`src/design/b64d_pkg.sv`:
```
// shared types and character decode function for the base64 stream decoder
`default_nettype none
package b64d_pkg;

  localparam int unsigned GRP_BYTES = 3;

  localparam logic [7:0] CH_UPPER_A = 8'h41;
  localparam logic [7:0] CH_UPPER_Z = 8'h5a;
  localparam logic [7:0] CH_LOWER_A = 8'h61;
  localparam logic [7:0] CH_LOWER_Z = 8'h7a;
  localparam logic [7:0] CH_DIGIT_0 = 8'h30;
  localparam logic [7:0] CH_DIGIT_9 = 8'h39;
  localparam logic [7:0] CH_PLUS    = 8'h2b;
  localparam logic [7:0] CH_SLASH   = 8'h2f;
  localparam logic [7:0] CH_PAD     = 8'h3d;

  localparam logic [5:0] SX_PLUS  = 6'd62;
  localparam logic [5:0] SX_SLASH = 6'd63;
  localparam logic [5:0] SX_LOWER = 6'd26;
  localparam logic [5:0] SX_DIGIT = 6'd52;

  typedef struct packed {
    logic       hit;
    logic       pad;
    logic [5:0] val;
  } sextet_t;

  // decoded bytes of one item, handed from decode to the emit buffer
  typedef struct packed {
    logic                           load;
    logic [GRP_BYTES-1:0][7:0]      bytes;
    logic [1:0]                     cnt;
    logic                           last;
  } grp_t;

  function automatic sextet_t classify(input logic [7:0] c);
    sextet_t r;
    logic [7:0] d;
    r = '0;
    d = '0;
    if (c >= CH_UPPER_A && c <= CH_UPPER_Z) begin
      d = c - CH_UPPER_A;
      r.hit = 1'b1;
      r.val = d[5:0];
    end else if (c >= CH_LOWER_A && c <= CH_LOWER_Z) begin
      d = c - CH_LOWER_A;
      r.hit = 1'b1;
      r.val = d[5:0] + SX_LOWER;
    end else if (c >= CH_DIGIT_0 && c <= CH_DIGIT_9) begin
      d = c - CH_DIGIT_0;
      r.hit = 1'b1;
      r.val = d[5:0] + SX_DIGIT;
    end else if (c == CH_PLUS) begin
      r.hit = 1'b1;
      r.val = SX_PLUS;
    end else if (c == CH_SLASH) begin
      r.hit = 1'b1;
      r.val = SX_SLASH;
    end else if (c == CH_PAD) begin
      // a pad counts as 62 wherever its sextet is stored
      r.hit = 1'b1;
      r.pad = 1'b1;
      r.val = SX_PLUS;
    end
    return r;
  endfunction

endpackage
`default_nettype wire

```
`src/design/b64d_in_if.sv`:
```
// character channel interface
`default_nettype none
interface b64d_in_if;
  logic       valid;
  logic       ready;
  logic [7:0] in_char;
  logic       msg_last;

  modport source (output valid, output in_char, output msg_last, input ready);
  modport sink   (input valid, input in_char, input msg_last, output ready);
endinterface
`default_nettype wire

```
`src/design/b64d_out_if.sv`:
```
// decoded byte channel interface
`default_nettype none
interface b64d_out_if;
  logic       valid;
  logic       ready;
  logic [7:0] out_byte;
  logic       byte_valid;
  logic       run_last;
  logic       msg_end;

  modport source (output valid, output out_byte, output byte_valid, output run_last,
                  output msg_end, input ready);
  modport sink   (input valid, input out_byte, input byte_valid, input run_last,
                  input msg_end, output ready);
endinterface
`default_nettype wire

```
`src/design/base64_decode_stream_top.sv`:
```
// base64 stream decoder top level
// latency: results of an item are offered the cycle after it is accepted
// throughput: one character per cycle; an item that gives no result never waits,
//   while an item that gives bytes or ends a message waits while an earlier result remains
// reset: synchronous active-low rst_n clears group state and empties the buffer
`default_nettype none
module base64_decode_stream_top (
  input  wire logic   clk,
  input  wire logic   rst_n,
  b64d_in_if.sink     in_ch,
  b64d_out_if.source  out_ch
);

  b64d_pkg::grp_t grp;
  logic           space;
  logic           need;
  logic           accept;

  assign in_ch.ready = space || !need;
  assign accept      = in_ch.valid && (space || !need);

  b64d_decode u_decode (
    .clk      (clk),
    .rst_n    (rst_n),
    .accept   (accept),
    .in_char  (in_ch.in_char),
    .msg_last (in_ch.msg_last),
    .need     (need),
    .grp      (grp)
  );

  b64d_emit u_emit (
    .clk    (clk),
    .rst_n  (rst_n),
    .grp    (grp),
    .space  (space),
    .out_ch (out_ch)
  );

endmodule
`default_nettype wire

```
`src/design/b64d_decode.sv`:
```
// group state and sextet to byte decode, updated on each accepted item
`default_nettype none
module b64d_decode (
  input  wire logic          clk,
  input  wire logic          rst_n,
  input  wire logic          accept,
  input  wire logic [7:0]    in_char,
  input  wire logic          msg_last,
  output logic               need,
  output b64d_pkg::grp_t     grp
);

  logic [1:0]  cnt_r, cnt_nxt;
  logic [17:0] store_r, store_nxt;
  logic        third_pad_r, third_pad_nxt;
  logic        stopped_r, stopped_nxt;

  b64d_pkg::sextet_t sx;
  logic              hit;
  logic [5:0]        s0, s1, s2;

  assign sx  = b64d_pkg::classify(in_char);
  assign hit = !stopped_r && sx.hit;
  assign s0  = store_r[17:12];
  assign s1  = store_r[11:6];
  assign s2  = store_r[5:0];

  always_comb begin
    cnt_nxt       = cnt_r;
    store_nxt     = store_r;
    third_pad_nxt = third_pad_r;
    stopped_nxt   = stopped_r;
    grp.bytes[0]  = {s0, s1[5:4]};
    grp.bytes[1]  = {s1[3:0], s2[5:2]};
    grp.bytes[2]  = {s2[1:0], sx.val};
    grp.cnt       = 2'd0;
    grp.last      = msg_last;
    if (hit) begin
      if (cnt_r != 2'd3) begin
        if (cnt_r == 2'd2 && sx.pad) begin
          third_pad_nxt = 1'b1;
        end
        store_nxt = {store_r[11:0], sx.val};
        cnt_nxt   = cnt_r + 2'd1;
      end else begin
        // fourth slot closes the group
        if (third_pad_r) begin
          grp.cnt     = 2'd1;
          stopped_nxt = 1'b1;
        end else if (sx.pad) begin
          grp.cnt     = 2'd2;
          stopped_nxt = 1'b1;
        end else begin
          grp.cnt = 2'd3;
        end
        cnt_nxt       = 2'd0;
        store_nxt     = '0;
        third_pad_nxt = 1'b0;
      end
    end
    if (msg_last) begin
      cnt_nxt       = 2'd0;
      store_nxt     = '0;
      third_pad_nxt = 1'b0;
      stopped_nxt   = 1'b0;
    end
    // only items that give a result use the emit buffer
    need     = (grp.cnt != 2'd0) || msg_last;
    grp.load = accept && need;
  end

  always_ff @(posedge clk) begin
    if (!rst_n) begin
      cnt_r       <= 2'd0;
      store_r     <= '0;
      third_pad_r <= 1'b0;
      stopped_r   <= 1'b0;
    end else if (accept) begin
      cnt_r       <= cnt_nxt;
      store_r     <= store_nxt;
      third_pad_r <= third_pad_nxt;
      stopped_r   <= stopped_nxt;
    end
  end

endmodule
`default_nettype wire

```
`src/design/b64d_emit.sv`:
```
// result buffer that hands out the decoded bytes of one group one per cycle while the receiver is ready
`default_nettype none
module b64d_emit (
  input  wire logic           clk,
  input  wire logic           rst_n,
  input  b64d_pkg::grp_t      grp,
  output logic                space,
  b64d_out_if.source          out_ch
);

  logic [b64d_pkg::GRP_BYTES-1:0][7:0] bytes_r;
  logic [1:0]                          cnt_r;
  logic [1:0]                          idx_r;
  logic                                last_r;
  logic                                full_r;

  logic fin;
  logic pop;
  logic done;

  // a count of zero is the bare end-of-message marker
  assign fin  = (cnt_r == 2'd0) || (idx_r == cnt_r - 2'd1);
  assign pop  = full_r && out_ch.ready;
  assign done = pop && fin;
  assign space = !full_r || done;

  assign out_ch.valid      = full_r;
  assign out_ch.byte_valid = (cnt_r != 2'd0);
  assign out_ch.run_last   = fin;
  assign out_ch.msg_end    = last_r && fin;

  always_comb begin
    out_ch.out_byte = 8'd0;
    if (cnt_r != 2'd0) begin
      unique case (idx_r)
        2'd0:    out_ch.out_byte = bytes_r[0];
        2'd1:    out_ch.out_byte = bytes_r[1];
        2'd2:    out_ch.out_byte = bytes_r[2];
        default: out_ch.out_byte = 8'd0;
      endcase
    end
  end

  always_ff @(posedge clk) begin
    if (!rst_n) begin
      full_r <= 1'b0;
      idx_r  <= 2'd0;
      cnt_r  <= 2'd0;
      last_r <= 1'b0;
    end else if (grp.load) begin
      full_r  <= 1'b1;
      idx_r   <= 2'd0;
      cnt_r   <= grp.cnt;
      last_r  <= grp.last;
    end else if (done) begin
      full_r <= 1'b0;
    end else if (pop) begin
      idx_r <= idx_r + 2'd1;
    end
  end

  always_ff @(posedge clk) begin
    if (grp.load) begin
      bytes_r <= grp.bytes;
    end
  end

endmodule
`default_nettype wire

```
`src/flat_wrapper.sv`:
```
// flat-port wrapper written by rule: the top's interface ports become plain ports
module base64_decode_stream_top_flat 
  (clk, rst_n, in_ch_valid, in_ch_in_char, in_ch_msg_last, in_ch_ready, out_ch_valid, out_ch_out_byte, out_ch_byte_valid, out_ch_run_last, out_ch_msg_end, out_ch_ready);
  b64d_in_if in_ch_i ();
  b64d_out_if out_ch_i ();
  input  wire logic clk;
  input  wire logic rst_n;
  input wire logic [$bits(in_ch_i.valid)-1:0] in_ch_valid;
  input wire logic [$bits(in_ch_i.in_char)-1:0] in_ch_in_char;
  input wire logic [$bits(in_ch_i.msg_last)-1:0] in_ch_msg_last;
  output wire logic [$bits(in_ch_i.ready)-1:0] in_ch_ready;
  output wire logic [$bits(out_ch_i.valid)-1:0] out_ch_valid;
  output wire logic [$bits(out_ch_i.out_byte)-1:0] out_ch_out_byte;
  output wire logic [$bits(out_ch_i.byte_valid)-1:0] out_ch_byte_valid;
  output wire logic [$bits(out_ch_i.run_last)-1:0] out_ch_run_last;
  output wire logic [$bits(out_ch_i.msg_end)-1:0] out_ch_msg_end;
  input wire logic [$bits(out_ch_i.ready)-1:0] out_ch_ready;
  assign in_ch_i.valid = in_ch_valid;
  assign in_ch_i.in_char = in_ch_in_char;
  assign in_ch_i.msg_last = in_ch_msg_last;
  assign in_ch_ready = in_ch_i.ready;
  assign out_ch_valid = out_ch_i.valid;
  assign out_ch_out_byte = out_ch_i.out_byte;
  assign out_ch_byte_valid = out_ch_i.byte_valid;
  assign out_ch_run_last = out_ch_i.run_last;
  assign out_ch_msg_end = out_ch_i.msg_end;
  assign out_ch_i.ready = out_ch_ready;
  base64_decode_stream_top u_core (.clk(clk), .rst_n(rst_n), .in_ch(in_ch_i), .out_ch(out_ch_i));
endmodule
```
`config.mk`:
```
export PLATFORM = sky130hd
export DESIGN_NAME = base64_decode_stream_top_flat
export DESIGN_NICKNAME = d
export VERILOG_FILES = /design/src/design/b64d_pkg.sv /design/src/design/b64d_in_if.sv /design/src/design/b64d_out_if.sv /design/src/design/base64_decode_stream_top.sv /design/src/design/b64d_decode.sv /design/src/design/b64d_emit.sv /design/src/flat_wrapper.sv
export SDC_FILE = /design/constraint.sdc
export NUM_CORES = 1
export LEC_CHECK = 0
export ABC_AREA = 1
export BUFFER_PORTS_ARGS = -buffer_cell sky130_fd_sc_hd__buf_2
export CORE_MARGIN = 5
export CORE_UTILIZATION = 62
export CTS_BUF_LIST = sky130_fd_sc_hd__clkbuf_8
export DETAILED_ROUTE_END_ITERATION = 16
export PLACE_DENSITY_LB_ADDON = 0.25
export SLEW_MARGIN = 30
export SYNTH_ARGS = -nofsm -noshare
export SYNTH_HDL_FRONTEND = slang
export SYNTH_HIERARCHICAL = 1
export SYNTH_SLANG_ARGS = --single-unit
```
`constraint.sdc`:
```
create_clock -name clk -period 3.2 [get_ports clk]
set_input_delay 0.48 -clock clk [delete_from_list [all_inputs] [get_ports clk]]
set_output_delay 0.48 -clock clk [all_outputs]
set_load 0.05 [all_outputs]
```
* After elaboration in Yosys (flattened, before gate mapping)
Cells that the tools add are included.
Word-level totals: register bits after elaboration 52, output and inout bits 13, word-level logic and storage cells 105
Operators by class: add/subtract/negate cells 8, magnitude comparators 6, eq/ne operators 10, muxes and demuxes 39, bitwise logic cells 2, reductions and logical operators 29
Operator list (count):
- 18-bit 2-to-1 mux | 3
- 6-bit 2-to-1 mux | 5
- 8-bit by 6-bit == test with 1-bit output, second input constant | 3
- 8-bit case mux with 3 select lines | 1
- 1-bit 2-to-1 mux | 22
- 8-bit by 7-bit >= comparator with 1-bit output, second input constant | 2
- 8-bit by 7-bit less-or-equal comparator with 1-bit output, second input constant | 2
- 8-bit 2-to-1 mux | 2
- 2-bit 2-to-1 mux | 6
- 6-bit subtractor, second input constant | 2
- 1-bit logical AND | 10
- 8-bit by 6-bit >= comparator with 1-bit output, second input constant | 1
- 8-bit by 6-bit less-or-equal comparator with 1-bit output, second input constant | 1
- 2-bit nonzero test | 4
- 6-bit by 5-bit adder with 6-bit output, second input constant | 1
- 6-bit adder, second input constant | 1
- 6-bit by 1-bit subtractor with 6-bit output, second input constant | 1
- 2-bit by 1-bit adder with 2-bit output, second input constant | 2
- 2-bit == test, second input constant | 2
- 2-bit zero test | 2
- 1-bit logical OR | 4
- 2-bit inequality test, second input constant | 2
- 2-bit AND reduction | 2
- 4-bit AND reduction | 1
- 9 further kinds | 12

* Depth between registers and ports, before layout
word-level depth 18, mapped depth 17

* By module
Netlist, hierarchy kept.
By module, submodules not included:
- b64d_decode | instances 1, cells each 255, area each 1671.6 um2, sequential area each 440.4 um2
- b64d_emit | instances 1, cells each 126, area each 1303.8 um2, sequential area each 840.8 um2
- base64_decode_stream_top | instances 1, cells each 4, area each 20.0 um2, sequential area each 0.0 um2

* Worst setup path before layout
Ideal clock, no wire load.
kind input to register, start point input port in_ch_in_char[2], end point register u_core.u_emit.cnt_r[1], arrival 2.847 ns, required time 3.074 ns, setup slack 0.227 ns, cell stages on the path 17, path buffers 0, path through inv_1 > ha_1 > nand2_1 > nand2_1 > nand3_1 > nand2_1 > nand2_1 > nand2_4 > nand3_2 > nand3_1 > nand2_1 > a21oi_2 > nand2_1 > inv_1 > inv_1 > o21ai_0 > a21oi_1
RTL lines:
- start: declaration | line flat_wrapper.sv:9 | input wire logic [$bits(in_ch_i.in_char)-1:0] in_ch_in_char;
- end signal: assignment | line b64d_emit.sv:53 | cnt_r <= grp.cnt;
- end: declaration | line b64d_emit.sv:12 | logic [1:0] cnt_r;

* Worst setup path in the final report
start point input port in_ch_in_char[2], end point output port in_ch_ready
On the way: cells in the longest elaborated chain, start to end 15
RTL lines:
- 8-bit by 6-bit == test with 1-bit output | line b64d_pkg.sv:59 | end else if (c == CH_PAD) begin
- 8-bit 2-to-1 mux | line b64d_pkg.sv:59
- 1-bit 2-to-1 mux | line b64d_pkg.sv:56 | end else if (c == CH_SLASH) begin
- 1-bit 2-to-1 mux | line b64d_pkg.sv:53 | end else if (c == CH_PLUS) begin
- 1-bit 2-to-1 mux | line b64d_pkg.sv:49 | end else if (c >= CH_DIGIT_0 && c <= CH_DIGIT_9) begin
- 1-bit 2-to-1 mux | line b64d_pkg.sv:45 | end else if (c >= CH_LOWER_A && c <= CH_LOWER_Z) begin
- 1-bit 2-to-1 mux | line b64d_pkg.sv:41 | if (c >= CH_UPPER_A && c <= CH_UPPER_Z) begin
- 1-bit 2-to-1 mux | line b64d_decode.sv:50 | end else if (sx.pad) begin
- 2-bit 2-to-1 mux | line b64d_decode.sv:47 | if (third_pad_r) begin
- 2-bit 2-to-1 mux | line b64d_decode.sv:39 | if (cnt_r != 2'd3) begin
- 2-bit 2-to-1 mux (*) | line b64d_decode.sv:38 | if (hit) begin
- 2-bit nonzero test (*) | line b64d_decode.sv:68 | need = (grp.cnt != 2'd0) || msg_last;
- 1-bit logical OR (*) | line b64d_decode.sv:68
- via u_core.need | line base64_decode_stream_top.sv:16 | logic need;
- 1-bit zero test (*) | line base64_decode_stream_top.sv:19 | assign in_ch.ready = space || !need;
- 1-bit logical OR (*) | line base64_decode_stream_top.sv:19
- end: declaration | line flat_wrapper.sv:11 | output wire logic [$bits(in_ch_i.ready)-1:0] in_ch_ready;
Mark *: on every way through the listed nets, which the timed path passes. The rest lies on a longest branch.

==> impl_metrics.json <==
{
  "outcome": "completed",
  "mappedNetlistArea_um2": 3000,
  "holdPathEnd": "u_core/u_emit/bytes_r[7]$_DFFE_PP_",
  "cts_tree": "done",
  "cts.path.max_buffers": 2,
  "final_common_cell": "nand2_1",
  "finalInstanceArea_um2": 3260,
  "cp.required_ps": 2720,
  "fin_skew_ps": 7.37,
  "post-route-min-period_ps": 2740,
  "yosysSeqAreaShare_pct": 42.8,
  "drc": 0,
  "overflow": 0,
  "grt_pass1_vias": 2408,
  "finalWirelength_mm": 6.08,
  "place_area_um2": 3160,
  "die_h_um": 79.5,
  "setup_ws_ps": 459,
  "worstPathCellList": "buf_2, inv_1, ha_1, nand2_1, nand3_1, a21oi_2, nor2_2, nand3_2, nand3_1, nand2_1, nand2_1, buf_2",
  "grt_use_total_pct": 21.3,
  "yosysTopAreaCellShare_pct": 24.1,
  "antenna_found_initial": 0,
  "synthCells": 385,
  "fin_util_pct": 69.5,
  "synth_seq_cells": 52,
  "reg2reg_from": "u_core/u_emit/cnt_r[0]$_SDFFE_PN0P_",
  "setup_viol": 0,
  "cts_resized": 0,
  "place_ws_ps": 302,
  "min-delay-start": "u_core/u_decode/store_r[17]$_SDFFE_PN0P_",
  "dp_hpwl_mm": 4.74,
  "synth_top_area_cell": "edfxtp_1",
  "ios": 26,
  "clock_power_share_pct": 28.1,
  "drive_above_1_share_pct": 17.8,
  "grt_max_degree": 27,
  "yosysUniqueCellTypes": 31,
  "clock_latency_ps": 310,
  "avgViaCountPerCell": 5.25,
  "die_w_um": 79.5,
  "cp_top_family": "simple AND/OR/NAND/NOR gates",
  "synth.yosys.warnings": 6,
  "port_buffers": 25,
  "cp.depth": 12,
  "p_int_mw": 0.948,
  "cp_num_buf_inv": 3,
  "slowest_delay_ps": 270,
  "fin_crit_sh_pct": 85.7,
  "wl_per_cell_um": 13.1,
  "dieArea_um2": 6320,
  "final_cell_mix": "nand2_1, inv_1, nand3_1",
  "r2r-end": "u_core/u_decode/store_r[10]$_SDFFE_PN0P_",
  "vdd_drop_max_mv": 0.220,
  "drv_slew": 0,
  "antenna_left": 0,
  "p_sw_share_pct": 30.3,
  "vias": 2443,
  "holdPathStages": 0,
  "path_max_fanout": 8,
  "routed-wl-met2_mm": 2.97,
  "core_um2": 4690,
  "cp.arrival_ps": 2260,
  "wl_met3_um": 262,
  "drt-initial-drc-count": 137,
  "finalHoldViolCount": 0,
  "grt_pass1_wl_mm": 10.7,
  "syn_avg_cell_area_um2": 7.78,
  "pwr-share-comb_pct": 18.5,
  "holdBufCountCts": 0,
  "cts-root-buf": "clkbuf_8",
  "cap_violations": 0,
  "power.leakage_nw": 1.51,
  "holdWs_ps": 445,
  "ff2ff_setup_slack_ps": 980,
  "hold_class": "flop to flop",
  "numClockSinks": 52,
  "top_layer": "met4",
  "end_kind": "output pin",
  "rsz0062_at_grt": "false",
  "rr_worst_depth": 15,
  "antenna_cells": 0,
  "worst_slew_pin_slew_ps": 640,
  "postCtsSetupBuffers": 0,
  "final_net_count": 439,
  "crit_top_cell": "nand2_1",
  "max_slew_margin_pct": 57.0,
  "numCtsBuffers": 5,
  "clk_pin_slew_ps": 100,
  "p_sw_mw": 0.413,
  "htreeDepth": 2,
  "tns_ps": 0,
  "rows": 25,
  "areaGrowthSynthToFinish_pct": 8.81,
  "p_seq_share_pct": 53.4,
  "fmax_ghz": 0.365,
  "power_density_nw_per_um2": 418,
  "start_kind": "input pin",
  "synthTopCellsByArea": "edfxtp_1, dfxtp_1, nand2_1",
  "start_util_pct": 63.8,
  "wl_met1_mm": 2.69,
  "syn_nets": 414,
  "place_congestion": 1.01,
  "drt_pass1_iterations": 5,
  "cp_slowest_cell": "ha_1",
  "critPathKind": "input pin to output pin"
}
[routing by layer]
layer / track usage, % / vias up
li1: - / 1283
met1: 27.2 / 1086
met2: 37.2 / 61
met3: 2.14 / 13
met4: 8.08 / 0
met5: 0 / -
[power by group through the flow]
stage	clock (mW)	sequential, mW	combinational (mW)
floorplan	0	0.743	0.183
global placement	0	0.741	0.248
detailed placement	0	0.743	0.251
CTS	0.393	0.727	0.251
global route	0.422	0.730	0.279
finish	0.383	0.727	0.252
[cells in the mapped netlist, drive strengths merged]
| cell | n |
|---|---|
| a21boi | 1 |
| a21oi | 35 |
| buf | 9 |
| clkbuf | 1 |
| clkinv | 3 |
| dfxtp | 28 |
| edfxtp | 24 |
| ha | 16 |
| inv | 47 |
| nand2 | 127 |
| nand3 | 41 |
| nand4 | 3 |
| nor2 | 31 |
| nor3 | 1 |
| o21ai | 9 |
| or2 | 1 |
| xnor2 | 1 |
| xor2 | 7 |
[worst max path at each step]
stage	from	end
floorplan	in_ch_in_char[2]	u_core/u_emit/cnt_r[1]$_SDFFE_PN0P_
global placement	in_ch_in_char[2]	u_core/u_decode/store_r[5]$_SDFFE_PN0P_
detailed placement	in_ch_in_char[2]	u_core/u_decode/store_r[15]$_SDFFE_PN0P_
CTS	in_ch_in_char[2]	in_ch_ready
global route	in_ch_in_char[2]	in_ch_ready
finish	in_ch_in_char[2]	in_ch_ready
[area by class of cell]
class	count	area (um2)
fillers	400	1430
repair buffers	28	160
clock inverters	3	27.5
well taps	54	67.6
flip-flops and latches	52	1280
multi-input cells	273	1450
clock buffers	5	68.8
inverters	50	200
[state kept, by name (all words and copies together) (netlist names)]
| name | count |
|---|---|
| u_core/u_emit/cnt_r | 2 |
| u_core/u_emit/idx_r | 2 |
| u_core/u_emit/out_ch.valid | 1 |
| u_core/u_decode/cnt_r | 2 |
| u_core/u_decode/stopped_r | 1 |
| u_core/u_decode/store_r | 18 |
| u_core/u_decode/third_pad_r | 1 |
| u_core/u_emit/last_r | 1 |
| u_core/u_emit/bytes_r | 24 |
[through the flow]
step	power [mW]	cells
final	1.36	465
after global routing	1.43	465
after CTS	1.37	465
after detailed placement	0.993	457
after global placement	0.989	457
after floorplan	0.926	385
[logic make-up after synthesis]
group / after synthesis / synth area share (%)
simple gates: 204 / 30.3
buf+inv: 60 / 8.69
flops: 52 / 42.8
compound gates: 45 / 9.23
fa+ha+maj: 16 / 6.68
xor+xnor: 8 / 2.34
[worst register-to-register path, stage by stage (launching register included)]
cell     delay (ps)
dfxtp_1         340
inv_1            80
ha_1            310
inv_1            60
nand2_1          40
nand2_1          70
nand2_2          80
nand2_2          80
nand2_2          50
nand2_2          60
inv_1            70
a21oi_2         220
nand3_4         170
nor2_8          250
nand2_1         100
a21oi_1         160
Power figures use the tool's default switching activity.
